===== config.mk =====
export PLATFORM = sky130hd
export DESIGN_NAME = gregorian_date_arithmetic_top
export DESIGN_NICKNAME = d
export VERILOG_FILES = /design/src/rtl/core/gda_pkg.sv /design/src/rtl/core/gda_rom.sv /design/src/rtl/core/gda_seq.sv /design/src/rtl/core/gda_dp.sv /design/src/rtl/core/gregorian_date_arithmetic_top.sv
export SDC_FILE = /design/constraint.sdc
export NUM_CORES = 1
export LEC_CHECK = 0
export BUFFER_PORTS_ARGS = -buffer_cell sky130_fd_sc_hd__buf_2
export CAP_MARGIN = 20
export CORE_MARGIN = 2
export CORE_UTILIZATION = 35
export DETAILED_ROUTE_END_ITERATION = 10
export HOLD_SLACK_MARGIN = 0.08
export MAX_ROUTING_LAYER = met4
export PLACE_DENSITY = 0.52
export SYNTH_ARGS = -nofsm -noshare
export SYNTH_HDL_FRONTEND = slang
export SYNTH_SLANG_ARGS = --single-unit

===== constraint.sdc =====
create_clock -name i_clk -period 7.2 [get_ports i_clk]
set_clock_uncertainty 0.1 [all_clocks]
set_input_delay 0.72 -clock i_clk [delete_from_list [all_inputs] [get_ports i_clk]]
set_output_delay 0.72 -clock i_clk [all_outputs]
set_load 0.02 [all_outputs]

===== src/rtl/core/gda_pkg.sv =====
// ----------------------------------------------------------------------------
// gda_pkg
// shared types, constants and the month length helper for the date block
// ----------------------------------------------------------------------------
package gda_pkg;

    localparam int SER_W  = 24;   // day serial numbers and the working remainder
    localparam int KW_W   = 18;   // loop step constants
    localparam int STEP_W = 5;    // microprogram counter
    localparam int CNT_W  = 6;    // loop iteration counter
    localparam int FVAL_W = 9;    // flag compare value

    typedef logic [SER_W-1:0]  t_ser;
    typedef logic [KW_W-1:0]   t_kw;
    typedef logic [STEP_W-1:0] t_step;
    typedef logic [CNT_W-1:0]  t_cnt;

    // selector codes
    localparam logic [1:0] FUNC_ADD  = 2'd0;
    localparam logic [1:0] FUNC_SUB  = 2'd1;
    localparam logic [1:0] FUNC_DIFF = 2'd2;
    localparam logic [1:0] FUNC_NONE = 2'd3;

    // days in 400, 100, 4 and 1 years of the proleptic calendar
    localparam t_kw DAYS_400Y = 18'd146097;
    localparam t_kw DAYS_100Y = 18'd36524;
    localparam t_kw DAYS_4Y   = 18'd1461;
    localparam t_kw DAYS_1Y   = 18'd365;

    localparam logic [4:0] MONTH_LEN [13] = '{
        5'd0, 5'd31, 5'd28, 5'd31, 5'd30, 5'd31, 5'd30,
        5'd31, 5'd31, 5'd30, 5'd31, 5'd30, 5'd31
    };

    // microprogram addresses
    localparam t_step ST_INIT   = 5'd0;
    localparam t_step ST_Y400   = 5'd1;
    localparam t_step ST_Y100   = 5'd2;
    localparam t_step ST_Y4     = 5'd3;
    localparam t_step ST_Y1     = 5'd4;
    localparam t_step ST_MINIT  = 5'd5;
    localparam t_step ST_MWALK  = 5'd6;
    localparam t_step ST_ADDD   = 5'd7;
    localparam t_step ST_SAVE   = 5'd8;
    localparam t_step ST_SHIFT  = 5'd9;
    localparam t_step ST_F400   = 5'd10;
    localparam t_step ST_F100   = 5'd11;
    localparam t_step ST_F4     = 5'd12;
    localparam t_step ST_F1     = 5'd13;
    localparam t_step ST_FMINIT = 5'd14;
    localparam t_step ST_FMWALK = 5'd15;
    localparam t_step ST_FDONE  = 5'd16;
    localparam t_step ST_DIFF   = 5'd17;
    localparam t_step ST_ERR    = 5'd18;

    typedef enum logic [3:0] {
        OP_INIT,
        OP_LOOP,
        OP_MINIT,
        OP_MWALK,
        OP_ADDDAY,
        OP_SAVE,
        OP_SHIFT,
        OP_FMINIT,
        OP_FMWALK,
        OP_RES_OK,
        OP_RES_DIFF,
        OP_RES_ERR
    } t_op;

    typedef enum logic [2:0] {
        JC_NEVER,
        JC_BAD,
        JC_DAYBAD,
        JC_SEL1,
        JC_FUNC2,
        JC_UNDER,
        JC_YEARBAD
    } t_jc;

    typedef enum logic [1:0] {
        FL_NONE,
        FL_A,
        FL_B,
        FL_C
    } t_fl;

    // one control word of the microprogram
    typedef struct packed {
        t_op               op;
        t_jc               jc;
        t_step             target;
        t_kw               k;       // amount taken from the remainder per pass
        t_kw               w;       // amount added to the accumulator per pass
        logic              cap3;    // loop stops after three passes
        t_fl               fdst;    // flag written at loop exit
        logic              fcnt;    // flag compares pass count, else remainder
        logic [FVAL_W-1:0] fval;
    } t_cw;

    // datapath status seen by the sequencer
    typedef struct packed {
        logic hold;
        logic done;
        logic bad;
        logic daybad;
        logic sel1;
        logic func2;
        logic under;
        logic yearbad;
    } t_stat;

    function automatic logic [4:0] f_dim(input logic [3:0] m, input logic leap);
        logic [4:0] len;
        if (m == 4'd2) begin
            len = leap ? 5'd29 : 5'd28;
        end else if (m >= 4'd1 && m <= 4'd12) begin
            len = MONTH_LEN[m];
        end else begin
            len = MONTH_LEN[0];
        end
        return len;
    endfunction

endpackage


===== src/rtl/core/gda_rom.sv =====
// ----------------------------------------------------------------------------
// gda_rom
// microprogram store: one control word per step address
// ----------------------------------------------------------------------------
module gda_rom
    import gda_pkg::*;
(
    input  t_step i_step,
    output t_cw   o_cw
);

    t_cw cw;

    always_comb begin
        cw = '0;
        case (i_step)
            ST_INIT: begin
                cw.op = OP_INIT;    cw.jc = JC_BAD;    cw.target = ST_ERR;
            end
            // date to serial: whole eras, centuries, quads, years
            ST_Y400: begin
                cw.op = OP_LOOP;    cw.k = 18'd400; cw.w = DAYS_400Y;
                cw.fdst = FL_A;     cw.fval = 9'd399;
            end
            ST_Y100: begin
                cw.op = OP_LOOP;    cw.k = 18'd100; cw.w = DAYS_100Y;
                cw.fdst = FL_B;     cw.fval = 9'd99;
            end
            ST_Y4: begin
                cw.op = OP_LOOP;    cw.k = 18'd4;   cw.w = DAYS_4Y;
                cw.fdst = FL_C;     cw.fval = 9'd3;
            end
            ST_Y1: begin
                cw.op = OP_LOOP;    cw.k = 18'd1;   cw.w = DAYS_1Y;
            end
            ST_MINIT: begin
                cw.op = OP_MINIT;   cw.jc = JC_DAYBAD; cw.target = ST_ERR;
            end
            ST_MWALK: begin
                cw.op = OP_MWALK;
            end
            ST_ADDD: begin
                cw.op = OP_ADDDAY;  cw.jc = JC_SEL1;   cw.target = ST_DIFF;
            end
            ST_SAVE: begin
                cw.op = OP_SAVE;    cw.jc = JC_FUNC2;  cw.target = ST_INIT;
            end
            ST_SHIFT: begin
                cw.op = OP_SHIFT;   cw.jc = JC_UNDER;  cw.target = ST_ERR;
            end
            // serial to date
            ST_F400: begin
                cw.op = OP_LOOP;    cw.k = DAYS_400Y; cw.w = 18'd400;
            end
            ST_F100: begin
                cw.op = OP_LOOP;    cw.k = DAYS_100Y; cw.w = 18'd100; cw.cap3 = 1'b1;
                cw.fdst = FL_A;     cw.fcnt = 1'b1;   cw.fval = 9'd3;
            end
            ST_F4: begin
                cw.op = OP_LOOP;    cw.k = DAYS_4Y;   cw.w = 18'd4;
                cw.fdst = FL_B;     cw.fcnt = 1'b1;   cw.fval = 9'd24;
            end
            ST_F1: begin
                cw.op = OP_LOOP;    cw.k = DAYS_1Y;   cw.w = 18'd1;   cw.cap3 = 1'b1;
                cw.fdst = FL_C;     cw.fcnt = 1'b1;   cw.fval = 9'd3;
            end
            ST_FMINIT: begin
                cw.op = OP_FMINIT;
            end
            ST_FMWALK: begin
                cw.op = OP_FMWALK;  cw.jc = JC_YEARBAD; cw.target = ST_ERR;
            end
            ST_FDONE: begin
                cw.op = OP_RES_OK;
            end
            ST_DIFF: begin
                cw.op = OP_RES_DIFF;
            end
            ST_ERR: begin
                cw.op = OP_RES_ERR;
            end
            default: begin
                cw.op = OP_RES_ERR;
            end
        endcase
    end

    assign o_cw = cw;

endmodule


===== src/rtl/core/gda_seq.sv =====
// ----------------------------------------------------------------------------
// gda_seq
// step counter with loop hold and conditional jumps
// ----------------------------------------------------------------------------
module gda_seq
    import gda_pkg::*;
(
    input  logic  i_clk,
    input  logic  i_rst_n,
    input  logic  i_start,
    input  t_cw   i_cw,
    input  t_stat i_stat,
    output t_step o_step,
    output logic  o_busy
);

    logic  r_busy, n_busy;
    t_step r_step, n_step;
    logic  jump;

    always_comb begin
        case (i_cw.jc)
            JC_NEVER:   jump = 1'b0;
            JC_BAD:     jump = i_stat.bad;
            JC_DAYBAD:  jump = i_stat.daybad;
            JC_SEL1:    jump = i_stat.sel1;
            JC_FUNC2:   jump = i_stat.func2;
            JC_UNDER:   jump = i_stat.under;
            JC_YEARBAD: jump = i_stat.yearbad;
            default:    jump = 1'b0;
        endcase
    end

    always_comb begin
        n_busy = r_busy;
        n_step = r_step;
        if (i_start) begin
            n_busy = 1'b1;
            n_step = ST_INIT;
        end else if (r_busy) begin
            if (i_stat.hold) begin
                n_step = r_step;
            end else if (i_stat.done) begin
                n_busy = 1'b0;
            end else if (jump) begin
                n_step = i_cw.target;
            end else begin
                n_step = r_step + 1'b1;
            end
        end
    end

    always_ff @(posedge i_clk) begin
        if (!i_rst_n) begin
            r_busy <= 1'b0;
            r_step <= ST_INIT;
        end else begin
            r_busy <= n_busy;
            r_step <= n_step;
        end
    end

    assign o_step = r_step;
    assign o_busy = r_busy;

endmodule


===== src/rtl/core/gda_dp.sv =====
// ----------------------------------------------------------------------------
// gda_dp
// date datapath: remainder, accumulator, month walker, flags, result register
// ----------------------------------------------------------------------------
module gda_dp
    import gda_pkg::*;
#(
    parameter int YEAR_MAX = 9999
)
(
    input  logic        i_clk,
    input  logic        i_rst_n,
    input  logic        i_load,
    input  logic        i_en,
    input  t_cw         i_cw,
    input  logic [1:0]  i_func,
    input  logic [13:0] i_year,
    input  logic [3:0]  i_month,
    input  logic [4:0]  i_day,
    input  logic [15:0] i_day_count,
    input  logic [13:0] i_other_year,
    input  logic [3:0]  i_other_month,
    input  logic [4:0]  i_other_day,
    input  logic        i_out_stall,
    output t_stat       o_stat,
    output logic        o_valid,
    output logic [13:0] o_res_year,
    output logic [3:0]  o_res_month,
    output logic [4:0]  o_res_day,
    output logic [21:0] o_day_difference,
    output logic        o_is_less,
    output logic        o_is_equal,
    output logic        o_error
);

    localparam logic [15:0] YMAX = 16'(YEAR_MAX);

    // captured beat
    logic [1:0]  r_func;
    logic [13:0] r_y1, r_y2;
    logic [3:0]  r_m1, r_m2;
    logic [4:0]  r_d1, r_d2;
    logic [15:0] r_cnt_in;
    logic        r_less, r_equal;

    // working registers
    logic        r_sel;
    t_ser        r_a, r_s, r_s1;
    t_cnt        r_cnt;
    logic [3:0]  r_m;
    logic        r_fa, r_fb, r_fc;

    // result register
    logic        r_ovalid;
    logic [13:0] r_oyear;
    logic [3:0]  r_omonth;
    logic [4:0]  r_oday;
    logic [21:0] r_odiff;
    logic        r_oless, r_oequal, r_oerr;

    logic        in_less;
    logic [13:0] ysel;
    logic [3:0]  msel;
    logic [4:0]  dsel;
    logic        leap, basic_ok, out_free;
    logic        loop_go, ts_go, fm_go, flag_v;
    logic [4:0]  mlen;
    logic        res_op;

    always_comb begin
        if (i_year != i_other_year) begin
            in_less = i_year < i_other_year;
        end else if (i_month != i_other_month) begin
            in_less = i_month < i_other_month;
        end else begin
            in_less = i_day < i_other_day;
        end
    end

    assign ysel = r_sel ? r_y2 : r_y1;
    assign msel = r_sel ? r_m2 : r_m1;
    assign dsel = r_sel ? r_d2 : r_d1;

    // flags a, b, c: century-of-era, century, year-of-quad boundary marks
    assign leap     = r_fc && (!r_fb || r_fa);
    assign basic_ok = (ysel != 14'd0) && ({2'b00, ysel} <= YMAX) &&
                      (msel >= 4'd1) && (msel <= 4'd12) && (dsel != 5'd0);
    assign out_free = !r_ovalid || !i_out_stall;

    assign loop_go = (r_a >= {{(SER_W-KW_W){1'b0}}, i_cw.k}) &&
                     (!i_cw.cap3 || r_cnt < CNT_W'(3));
    assign mlen    = f_dim(r_m, leap);
    assign ts_go   = r_m < msel;
    assign fm_go   = (r_m < 4'd12) && (r_a >= {{(SER_W-5){1'b0}}, mlen});
    assign flag_v  = i_cw.fcnt ? (r_cnt == i_cw.fval[CNT_W-1:0])
                               : (r_a == {{(SER_W-FVAL_W){1'b0}}, i_cw.fval});
    assign res_op  = (i_cw.op == OP_RES_OK) || (i_cw.op == OP_RES_DIFF) ||
                     (i_cw.op == OP_RES_ERR);

    always_comb begin
        case (i_cw.op)
            OP_LOOP:     o_stat.hold = loop_go;
            OP_MWALK:    o_stat.hold = ts_go;
            OP_FMWALK:   o_stat.hold = fm_go;
            OP_RES_OK,
            OP_RES_DIFF,
            OP_RES_ERR:  o_stat.hold = !out_free;
            default:     o_stat.hold = 1'b0;
        endcase
        o_stat.done    = res_op && out_free;
        o_stat.bad     = !basic_ok || (r_func == FUNC_NONE) || (r_sel && r_less);
        o_stat.daybad  = dsel > f_dim(msel, leap);
        o_stat.sel1    = r_sel;
        o_stat.func2   = r_func == FUNC_DIFF;
        o_stat.under   = (r_func == FUNC_SUB) && ({8'd0, r_cnt_in} > r_s);
        o_stat.yearbad = r_s > {8'd0, YMAX};
    end

    // beat capture and datapath operations
    always_ff @(posedge i_clk) begin
        if (i_load) begin
            r_func   <= i_func;
            r_y1     <= i_year;
            r_m1     <= i_month;
            r_d1     <= i_day;
            r_cnt_in <= i_day_count;
            r_y2     <= i_other_year;
            r_m2     <= i_other_month;
            r_d2     <= i_other_day;
            r_less   <= in_less;
            r_equal  <= (i_year == i_other_year) && (i_month == i_other_month) &&
                        (i_day == i_other_day);
            r_sel    <= 1'b0;
        end else if (i_en) begin
            case (i_cw.op)
                OP_INIT: begin
                    r_a   <= {{(SER_W-14){1'b0}}, ysel} - 1'b1;
                    r_s   <= '0;
                    r_cnt <= '0;
                    r_fa  <= 1'b0;
                    r_fb  <= 1'b0;
                    r_fc  <= 1'b0;
                end
                OP_LOOP: begin
                    if (loop_go) begin
                        r_a   <= r_a - {{(SER_W-KW_W){1'b0}}, i_cw.k};
                        r_s   <= r_s + {{(SER_W-KW_W){1'b0}}, i_cw.w};
                        r_cnt <= r_cnt + 1'b1;
                    end else begin
                        r_cnt <= '0;
                        case (i_cw.fdst)
                            FL_A:    r_fa <= flag_v;
                            FL_B:    r_fb <= flag_v;
                            FL_C:    r_fc <= flag_v;
                            default: ;
                        endcase
                    end
                end
                OP_MINIT: begin
                    r_m <= 4'd1;
                end
                OP_MWALK: begin
                    if (ts_go) begin
                        r_s <= r_s + {{(SER_W-5){1'b0}}, mlen};
                        r_m <= r_m + 1'b1;
                    end
                end
                OP_ADDDAY: begin
                    r_s <= r_s + {{(SER_W-5){1'b0}}, dsel} - 1'b1;
                end
                OP_SAVE: begin
                    r_s1  <= r_s;
                    r_sel <= 1'b1;
                end
                OP_SHIFT: begin
                    if (r_func == FUNC_ADD) begin
                        r_a <= r_s + {8'd0, r_cnt_in};
                    end else begin
                        r_a <= r_s - {8'd0, r_cnt_in};
                    end
                    r_s   <= '0;
                    r_cnt <= '0;
                    r_fa  <= 1'b0;
                    r_fb  <= 1'b0;
                    r_fc  <= 1'b0;
                end
                OP_FMINIT: begin
                    r_s <= r_s + 1'b1;
                    r_m <= 4'd1;
                end
                OP_FMWALK: begin
                    if (fm_go) begin
                        r_a <= r_a - {{(SER_W-5){1'b0}}, mlen};
                        r_m <= r_m + 1'b1;
                    end
                end
                default: ;
            endcase
        end
    end

    // result payload
    always_ff @(posedge i_clk) begin
        if (i_en && res_op && out_free) begin
            r_oless  <= r_less;
            r_oequal <= r_equal;
            case (i_cw.op)
                OP_RES_OK: begin
                    r_oyear  <= r_s[13:0];
                    r_omonth <= r_m;
                    r_oday   <= r_a[4:0] + 1'b1;
                    r_odiff  <= '0;
                    r_oerr   <= 1'b0;
                end
                OP_RES_DIFF: begin
                    r_oyear  <= r_y1;
                    r_omonth <= r_m1;
                    r_oday   <= r_d1;
                    r_odiff  <= 22'(r_s1 - r_s);
                    r_oerr   <= 1'b0;
                end
                default: begin
                    r_oyear  <= r_y1;
                    r_omonth <= r_m1;
                    r_oday   <= r_d1;
                    r_odiff  <= '0;
                    r_oerr   <= 1'b1;
                end
            endcase
        end
    end

    always_ff @(posedge i_clk) begin
        if (!i_rst_n) begin
            r_ovalid <= 1'b0;
        end else if (i_en && res_op && out_free) begin
            r_ovalid <= 1'b1;
        end else if (!i_out_stall) begin
            r_ovalid <= 1'b0;
        end
    end

    assign o_valid          = r_ovalid;
    assign o_res_year       = r_oyear;
    assign o_res_month      = r_omonth;
    assign o_res_day        = r_oday;
    assign o_day_difference = r_odiff;
    assign o_is_less        = r_oless;
    assign o_is_equal       = r_oequal;
    assign o_error          = r_oerr;

endmodule


===== src/rtl/core/gregorian_date_arithmetic_top.sv =====
// ----------------------------------------------------------------------------
// gregorian_date_arithmetic_top
// date add, subtract and day difference run by a small microprogram
// ----------------------------------------------------------------------------
// throughput: one beat at a time, the next taken the cycle after the result is
//   registered; set by the data-dependent subtract loops
//   (eras, centuries, quads, years, months) on the shared remainder register
// a finished result sits in the output register, so the next beat is taken
//   while that result is still stalled
// reset: synchronous active low, clears the sequencer and output valid
// ----------------------------------------------------------------------------
module gregorian_date_arithmetic_top
    import gda_pkg::*;
#(
    parameter int YEAR_MAX = 9999
)
(
    input  logic        i_clk,
    input  logic        i_rst_n,

    // input beat
    input  logic        i_valid,
    output logic        o_stall,
    input  logic [1:0]  i_func,
    input  logic [13:0] i_year,
    input  logic [3:0]  i_month,
    input  logic [4:0]  i_day,
    input  logic [15:0] i_day_count,
    input  logic [13:0] i_other_year,
    input  logic [3:0]  i_other_month,
    input  logic [4:0]  i_other_day,

    // result beat
    output logic        o_valid,
    input  logic        i_stall,
    output logic [13:0] o_res_year,
    output logic [3:0]  o_res_month,
    output logic [4:0]  o_res_day,
    output logic [21:0] o_day_difference,
    output logic        o_is_less,
    output logic        o_is_equal,
    output logic        o_error
);

    // sequencer, microprogram and datapath wiring
    t_step w_step;
    t_cw   w_cw;
    t_stat w_stat;
    logic  w_busy;
    logic  w_start;

    // the block takes a beat only when no microprogram is running
    assign o_stall = w_busy;
    assign w_start = i_valid && !w_busy;

    gda_seq u_seq (
        .i_clk   (i_clk),
        .i_rst_n (i_rst_n),
        .i_start (w_start),
        .i_cw    (w_cw),
        .i_stat  (w_stat),
        .o_step  (w_step),
        .o_busy  (w_busy)
    );

    // control store: addressed by the step counter
    gda_rom u_rom (
        .i_step (w_step),
        .o_cw   (w_cw)
    );

    // datapath: a pass turns a date into a day serial, a second pass serves
    // the difference, and the shift path turns the moved serial back
    gda_dp #(
        .YEAR_MAX (YEAR_MAX)
    ) u_dp (
        .i_clk            (i_clk),
        .i_rst_n          (i_rst_n),
        .i_load           (w_start),
        .i_en             (w_busy),
        .i_cw             (w_cw),
        .i_func           (i_func),
        .i_year           (i_year),
        .i_month          (i_month),
        .i_day            (i_day),
        .i_day_count      (i_day_count),
        .i_other_year     (i_other_year),
        .i_other_month    (i_other_month),
        .i_other_day      (i_other_day),
        .i_out_stall      (i_stall),
        .o_stat           (w_stat),
        .o_valid          (o_valid),
        .o_res_year       (o_res_year),
        .o_res_month      (o_res_month),
        .o_res_day        (o_res_day),
        .o_day_difference (o_day_difference),
        .o_is_less        (o_is_less),
        .o_is_equal       (o_is_equal),
        .o_error          (o_error)
    );

    // a completed microprogram always leaves a result beat behind
    a_done_valid: assert property (@(posedge i_clk) disable iff (!i_rst_n)
        (w_busy && w_stat.done) |=> o_valid)
        else $error("finished program left no result beat");

    // an error result never carries a day count
    a_err_diff: assert property (@(posedge i_clk) disable iff (!i_rst_n)
        (o_valid && o_error) |-> (o_day_difference == 22'd0))
        else $error("error result with nonzero difference");

    // a good result holds a real month and day
    a_ok_date: assert property (@(posedge i_clk) disable iff (!i_rst_n)
        (o_valid && !o_error) |->
            (o_res_month >= 4'd1 && o_res_month <= 4'd12 && o_res_day != 5'd0))
        else $error("good result with impossible month or day");

    // equal and less cannot both hold
    a_cmp: assert property (@(posedge i_clk) disable iff (!i_rst_n)
        (o_valid && o_is_equal) |-> !o_is_less)
        else $error("compare flags both set");

endmodule


==> results of run 1 <==
-- through the flow --
stage	hold slack, ns	util	std cells
after floorplan	0.3003	-	1815
after global placement	0.3689	0.3806	2510
after detailed placement	0.3719	0.3806	2510
after CTS	0.1898	0.3995	2560
after global routing	0.2024	0.3998	2561
final	0.2175	0.3998	2561
-- area by class of cell --
| cell class | instances | area, sq um | share of cell area |
|---|---|---|---|
| clock inverter | 22 | 222.7 | 0.01169 |
| timing repair buffer | 134 | 720.7 | 0.03783 |
| sequential | 205 | 6077 | 0.3190 |
| tap | 615 | 769.5 | 0.04039 |
| inverter | 144 | 540.5 | 0.02837 |
| multi-input combinational | 1413 | 10040 | 0.5270 |
| clock buffer | 28 | 679.4 | 0.03567 |
-- placed cells by master (no fill, tap or decap), drive strengths merged, types with 29 or more instances in the layout --
cell	n
a21oi	145
inv	147
ha	181
a211oi	32
nand2	111
nor3	57
xor2	48
buf	134
nor2	160
a21o	29
nor2b	29
xnor2	82
nand3	47
o22ai	34
edfxtp	197
o21ai	113
-- worst max-delay path, cell delays in order, from the launching register on --
cell and delay [ns]:
dfxtp_1 0.73, inv_1 0.23, ha_1 0.38, a31oi_1 0.40, nand2_1 0.23, a21oi_1 0.57, inv_1 0.19, or3_1 0.41
o21ai_0 0.12, ha_1 0.32, o21ai_0 0.17, o21bai_1 0.12, o21a_1 0.26, a21oi_1 0.20, o21ai_0 0.22, a221oi_1 0.60
nor2_1 0.14, xnor2_1 0.17, o22ai_1 0.09
-- cell families (layout without fill, tap and decap cells) --
group | Yosys count | count (layout) | share of synthesized area
AOI/OAI and AO/OA | 506 | 506 | 0.1917
xor gates and xnor gates | 130 | 130 | 0.06747
adders and majority gates | 187 | 187 | 0.1413
buffers and inverters | 197 | 328 | 0.04782
DFF | 205 | 205 | 0.3600
muxes | 49 | 49 | 0.03151
and+or+nand+nor | 541 | 541 | 0.1601
-- worst paths after layout --
check / slack (ns) / endpoint / start
setup reg to reg: 1.27 / u_dp.r_s[23] / u_seq.o_step[4]
hold reg to reg: 0.37 / u_dp.o_is_equal / u_dp.r_equal
setup / recovery: 1.27 / u_dp.r_s[23] / u_seq.o_step[4]
hold / removal: 0.22 / u_dp.r_cnt_in[15] / i_day_count[15]
-- state kept, by name, summed over array words and instances, names as in the netlist, 2 cells and up --
register               flops
u_dp.r_a                  24
u_dp.r_s                  24
u_dp.o_day_difference     22
u_dp.r_s1                 22
u_dp.r_cnt_in             16
u_dp.o_res_year           14
u_dp.r_y1                 14
u_dp.r_y2                 14
u_dp.r_cnt                 6
u_dp.o_res_day             5
u_dp.r_d1                  5
u_dp.r_d2                  5
u_seq.o_step               5
u_dp.o_res_month           4
u_dp.r_m1                  4
u_dp.r_m2                  4
u_dp.r_m                   4
u_dp.r_func                2
-- metal layers --
| layer | share of wire | global-route usage | wire length, um |
|---|---|---|---|
| met1 | 0.48 | 0.2987 | 25350 |
| met2 | 0.45 | 0.3363 | 23750 |
| met3 | 0.044 | 0.02217 | 2311 |
| met4 | 0.018 | 0.04452 | 963 |
| met5 | 0 | - | 0 |
-- power breakdown --
group / switching, W / internal, W
logic: 0.00181 / 0.00121
registers: 0.000287 / 0.00157
clock network: 0.000596 / 0.000803
-- cells in the mapped netlist (12+ instances only) --
cell	n	area [sq um]
a211oi_1	32	240.2
a21o_1	29	217.7
a21oi_1	143	715.7
a31oi_1	21	131.4
and3_1	12	75.07
clkbuf_1	28	105.1
edfxtp_1	197	5916
ha_1	181	2265
inv_1	144	540.5
mux2_2	27	304.0
mux2i_1	20	200.2
nand2_1	110	412.9
nand2b_1	27	168.9
nand3_1	46	230.2
nand4_1	18	112.6
nor2_1	157	589.3
nor2b_1	29	181.4
nor3_1	54	270.3
o211ai_1	16	120.1
o21a_1	12	90.09
o21ai_0	105	525.5
o21bai_1	14	105.1
o22ai_1	34	212.7
or3_1	21	131.4
xnor2_1	82	718.2
xor2_1	48	420.4
==> parameters.txt, run 1 <==
Parameter                              Value

Hold path
  Hold Crit Depth ... 1
  Classification of the worst-slack hold path ... in -> reg

Run status
  Status ... finished clean

Timing
  Fin. Hold Viols ... 0
  Crit path time final ... 5.932 ns
  Post-route setup TNS ... 0 ns
  Peak Freq ... 0.1686 GHz
  Setup-violating endpoint count in the final report ... 0
  Max-slew headroom at the worst pin ... 0.3539
  Actual slew at the worst max-slew pin ... 0.9692 ns
  Pins over their slew limit ... 0
  RSZ-0062 raised after global routing ... false
  Period Utilization, post-route ... 0.8239
  Post-route worst setup slack ... 1.268 ns

Placement
  HPWL after detailed placement ... 40,650 um
  Count of buffers inserted at the top-level ports ... 117
  Routability Congestion ... 0.8898
  Post-Place Worst Slack ... 1.385 ns
  Post-Place Cell Area ... 18,130 sq um

Floorplanning
  Area of the die ... 49,990 sq um
  Die Y-Extent ... 223.6 um
  Count of pins on the block boundary ... 118
  Row count ... 80
  Area of the core ... 47,650 sq um
  Starting density of the core ... 0.3542
  Die span in x ... 223.6 um

Setup path
  Startpoint type of the worst setup path ... flip-flop
  Depth of the most critical reg-to-reg path ... 18
  Setup Crit Path Kind ... reg -> reg
  Data required time of the worst path ... 7.40 ns
  Endpoint class of the critical path ... flip-flop
  Arrival time at the worst endpoint ... 6.13 ns
  Critical-path maximum fanout ... 19

Synth
  Post-synth top flop ... edfxtp_1
  Synth async-reset ratio ... 0
  Count of flip-flops with a built-in enable after synthesis ... 197
  Net count after synthesis ... 2,070
  YS warnings ... 0
  Number of distinct library cells after synthesis ... 93
  Synthesized area per cell ... 9.298 sq um
  Post-Synthesis Cells ... 1,815
  Sequential element share of the synthesized area ... 0.3600
  Cell Area, Synth ... 16,880 sq um
  Register bit total from synthesis ... 205

GRT
  Total routing resource utilization after global routing ... 0.2137
  Initial antenna violation count ... 0
  Largest net degree at the start of global routing ... 67
  Residual overflow from global routing ... 0
  Vias in the first global route ... 13.71k
  Wire length of the first global-routing pass ... 81,190 um

Pwr
  Leakage power ... 7.594 nW
  Power after layout ... 0.006282 W
  Maximum VDD drop ... 204.6 uV
  Power per standard cell area ... 329.8 nW/um^2

Clocking
  Resize count post-CTS ... 0
  Clock Latency Late Sink ... 0.58 ns
  Clock tree from TritonCTS ... yes
  H-tree lvl count ... 1
  Clock edge transition at the registers on the reported setup and hold paths ... 0.06 ns
  Postcts setup bufs ... 0
  Clk sinks ... 205
  Worst-case clock buffer depth ... 3
  Hold-fix buffer count after cts ... 0
  Root Driver ... clkbuf_16
  Number of clock buffers inserted by TritonCTS ... 27

Routing
  Vias ... 14.15k
  Vias per std cell ... 5.527
  Post-detailed-route count of antenna-violating nets ... 0
  Iteration-0 DRC Markers ... 1,083
  Final routed wirelength across all metal layers ... 52,370 um
  DRC violation count after routing ... 0
  Count of TritonRoute iterations in the first routing pass ... 5
  Avg WL per Cell ... 20.45 um

Layout
  Area growth from synthesis to layout ... 12.88%
  Fill cell count ... 4,833
  Fraction of layout instances using a drive strength above 1 ... 0.1331
  Layout Cell Area excl Fill ... 19,050 sq um
  Number of nets in the layout ... 2,180
  Diodes inserted ... 0

Job
  Max-cap violations ... 0
Note: power is estimated with default switching activity, not from simulation.
==> run 2, diff against run 1 <==
==> constraint.sdc (replaced) <==
create_clock -name i_clk -period 5.8 [get_ports i_clk]
set_clock_uncertainty 0.1 [all_clocks]
set_input_delay 0.58 -clock i_clk [delete_from_list [all_inputs] [get_ports i_clk]]
set_output_delay 0.58 -clock i_clk [all_outputs]
set_load 0.02 [all_outputs]
==> run 2 against run 1 <==
  * First-iteration DRC count decreased by 5.1%
  * Routed wire length increased by 0.95%
  * Die area unchanged
  * Non-clock buffer count increased by 24
  * Flip-flop and latch count unchanged
  * Sequential power increased by 24%
  * Count of clock-buffer cells in the layout increased by 6
  * Combinational power increased by 26%
  * Register-to-register slack got worse by 0.87 ns
  * Worst hold slack got worse by 0.12 ns
  * Core utilization increased by 0.27 points
  * Sequential share of layout area decreased by 0.21 points
==> parameters.txt, run 2 (synthesis results as in run 1) <==
Parameter                              Value

Run status
  Status ... finished clean

Placement
  HPWL after detailed placement ... 41,560 um (+2.2%)
  Post-Place Cell Area ... 18,260 sq um (+0.69%)
  Count of buffers inserted at the top-level ports ... 117 (unchanged)
  Routability Congestion ... 0.9379 (+5.4%)

Layout
  Leading cell type in the layout, fill and taps excluded ... edfxtp_1
  Number of nets in the layout ... 2,203 (+1.1%)
  Fill cell count ... 4,770 (-1.3%)
  Commonest non-fill, non-tap cells in the layout ... edfxtp_1 (197), ha_1 (181), nor2_1 (156), a21oi_1 (143), inv_1 (143)
  Layout Cell Area excl Fill ... 19,180 sq um (+0.66%)
  Area growth from synthesis to layout ... 13.63%
  Fraction of layout instances using a drive strength above 1 ... 0.1368 (+0.003663)
  Biggest registers after layout ... u_dp.r_a: 24 flops, u_dp.r_s: 24 flops

Timing
  Hold slack final ... 0.1019 ns (-0.1155 ns)
  Setup-violating endpoint count in the final report ... 0 (unchanged)
  Fin. Hold Viols ... 0 (unchanged)
  Peak Freq ... 0.1853 GHz (+9.9%)
  Post-route setup TNS ... 0 ns (unchanged)
  Pins over their slew limit ... 0 (unchanged)
  Crit path time final ... 5.397 ns (-0.5349 ns)
  Period Utilization, post-route ... 0.9306 (+0.1067)
  Actual slew at the worst max-slew pin ... 0.9760 ns (+0.006876 ns)
  Max-slew headroom at the worst pin ... 0.3493 (-0.004584)
  RSZ-0062 raised after global routing ... false

Routing
  Vias ... 14.29k (+0.98%)
  Vias per std cell ... 5.533 (+0.12%)
  Count of TritonRoute iterations in the first routing pass ... 5 (unchanged)
  Iteration-0 DRC Markers ... 1,028 (-5.1%)
  Avg WL per Cell ... 20.47 um (about the same)
  Final routed wirelength across all metal layers ... 52,870 um (+0.95%)
  DRC violation count after routing ... 0 (unchanged)
  Post-detailed-route count of antenna-violating nets ... 0 (unchanged)

Floorplanning
  Area of the die ... 49,990 sq um (unchanged)
  Row count ... 80 (unchanged)
  Starting density of the core ... 0.3542 (unchanged)
  Die Y-Extent ... 223.6 um (unchanged)
  Die span in x ... 223.6 um (unchanged)
  Area of the core ... 47,650 sq um (unchanged)
  Count of pins on the block boundary ... 118 (unchanged)

Pwr
  Clock network fraction of design power ... 0.209 (-0.014)
  Combinational power share ... 0.494 (+0.013)
  Power Internal ... 0.004423 W (+23%)
  Sequential power share ... 0.297 (about the same)
  Fraction of power spent switching nets ... 0.4281 (-0.0008075)
  Maximum VDD drop ... 202.3 uV (-1.1%)
  Leakage power ... 7.673 nW (+1.0%)
  Power per standard cell area ... 403.3 nW/um^2 (+22%)
  Net Sw Power ... 0.003311 W (+23%)

Setup path
  Endpoint class of the critical path ... flip-flop
  Depth of the most critical reg-to-reg path ... 20 (+2)
  Setup Crit Path Kind ... reg -> reg
  Critical-path maximum fanout ... 10 (-9)
  Data required time of the worst path ... 5.98 ns (-1.42 ns)
  Startpoint type of the worst setup path ... flip-flop
  Arrival time at the worst endpoint ... 5.58 ns (-0.55 ns)

Clocking
  Clk sinks ... 205 (unchanged)
  Worst-case clock buffer depth ... 3 (unchanged)
  Clock Latency Late Sink ... 0.57 ns (about the same)
  Root Driver ... clkbuf_16
  Resize count post-CTS ... 0 (unchanged)
  Clock tree from TritonCTS ... yes
  Clock edge transition at the registers on the reported setup and hold paths ... 0.06 ns (about the same)
  H-tree lvl count ... 1 (unchanged)
  Hold-fix buffer count after cts ... 8 (+8)
  Postcts setup bufs ... 0 (unchanged)
  Number of clock buffers inserted by TritonCTS ... 26 (-3.7%)

GRT
  Vias in the first global route ... 13.98k (+2.0%)
  Met1 track demand over resource ... 0.3031 (+0.004374)
  Initial antenna violation count ... 1 (+1)
  Grt met3 use ... 0.01994 (-0.002230)
  GRT busiest layer ... met2
  Residual overflow from global routing ... 0 (unchanged)
  Total routing resource utilization after global routing ... 0.2159 (+0.002249)
  Wire length of the first global-routing pass ... 81,730 um (+0.66%)
  Largest net degree at the start of global routing ... 67 (unchanged)
  Met2 Resource Use GR ... 0.3394 (+0.003015)

Job
  Max-cap violations ... 0 (unchanged)

Hold path
  Hold Crit Depth ... 1 (unchanged)
  Classification of the worst-slack hold path ... in -> reg
-- run 2: final cells by class --
type | count | area, sq um | share of cell area
flip-flops and latches | 205 | 6077 | 0.3169
well taps | 615 | 769.5 | 0.04013
inverters | 144 | 540.5 | 0.02819
diodes | 1 | 2.502 | 0.0001305
clock buffers | 34 | 710.7 | 0.03706
clock inverters | 13 | 125.1 | 0.006525
multi-input cells | 1413 | 10040 | 0.5234
repair buffers | 158 | 913.4 | 0.04763
-- run 2: power groups by stage --
stage / logic (W) / clock network, W / registers, W
detailed placement: 0.00377 / 0 / 0.00232
finish: 0.00382 / 0.00162 / 0.00230
global route: 0.00425 / 0.00170 / 0.00233
CTS: 0.00380 / 0.00165 / 0.00229
global placement: 0.00374 / 0 / 0.00232
floorplan: 0.00281 / 0 / 0.00220
-- run 2: critical path, cell delays in order, from the launching register on --
cell and delay (ns):
dfxtp_1 0.40, inv_1 0.10, ha_1 0.34, or3_1 0.40, a32o_2 0.32, or2_4 0.26
nor2_4 0.26, a21oi_1 0.14, buf_4 0.18, o22a_1 0.22, ha_1 0.22, fa_1 0.43
a211oi_1 0.35, o21ai_0 0.25, nand4_1 0.20, a31oi_1 0.15, a31oi_1 0.27, o21bai_1 0.18
nand3_1 0.13, xnor2_1 0.12, o22ai_1 0.09
-- run 2: stage by stage --
stage                     power [W]  std cells  setup WS (ns)  utilization
final                      0.007734       2583         0.4028       0.4025
after global routing       0.008283       2583        0.01133       0.4025
after CTS                  0.007749       2582         0.4702       0.4024
after detailed placement   0.006092       2527         0.5145       0.3832
after global placement     0.006060       2527         0.6178       0.3832
after floorplan            0.005006       1815         0.7131            -
-- run 2: final timing paths --
path                   start          endpoint  slack (ns)
max          u_seq.o_step[0]      u_dp.r_s[22]        0.40
min           i_day_count[9]  u_dp.r_cnt_in[9]        0.10
max reg2reg  u_seq.o_step[0]      u_dp.r_s[22]        0.40
min reg2reg     u_dp.r_equal   u_dp.o_is_equal        0.32
-- run 2: metal layers --
metal  up-vias  routed length (um)
met4         0                1014
li1       6951                   -
met2       360               24190
met3        62                2127
met5         -                   0
met1      6920               25540
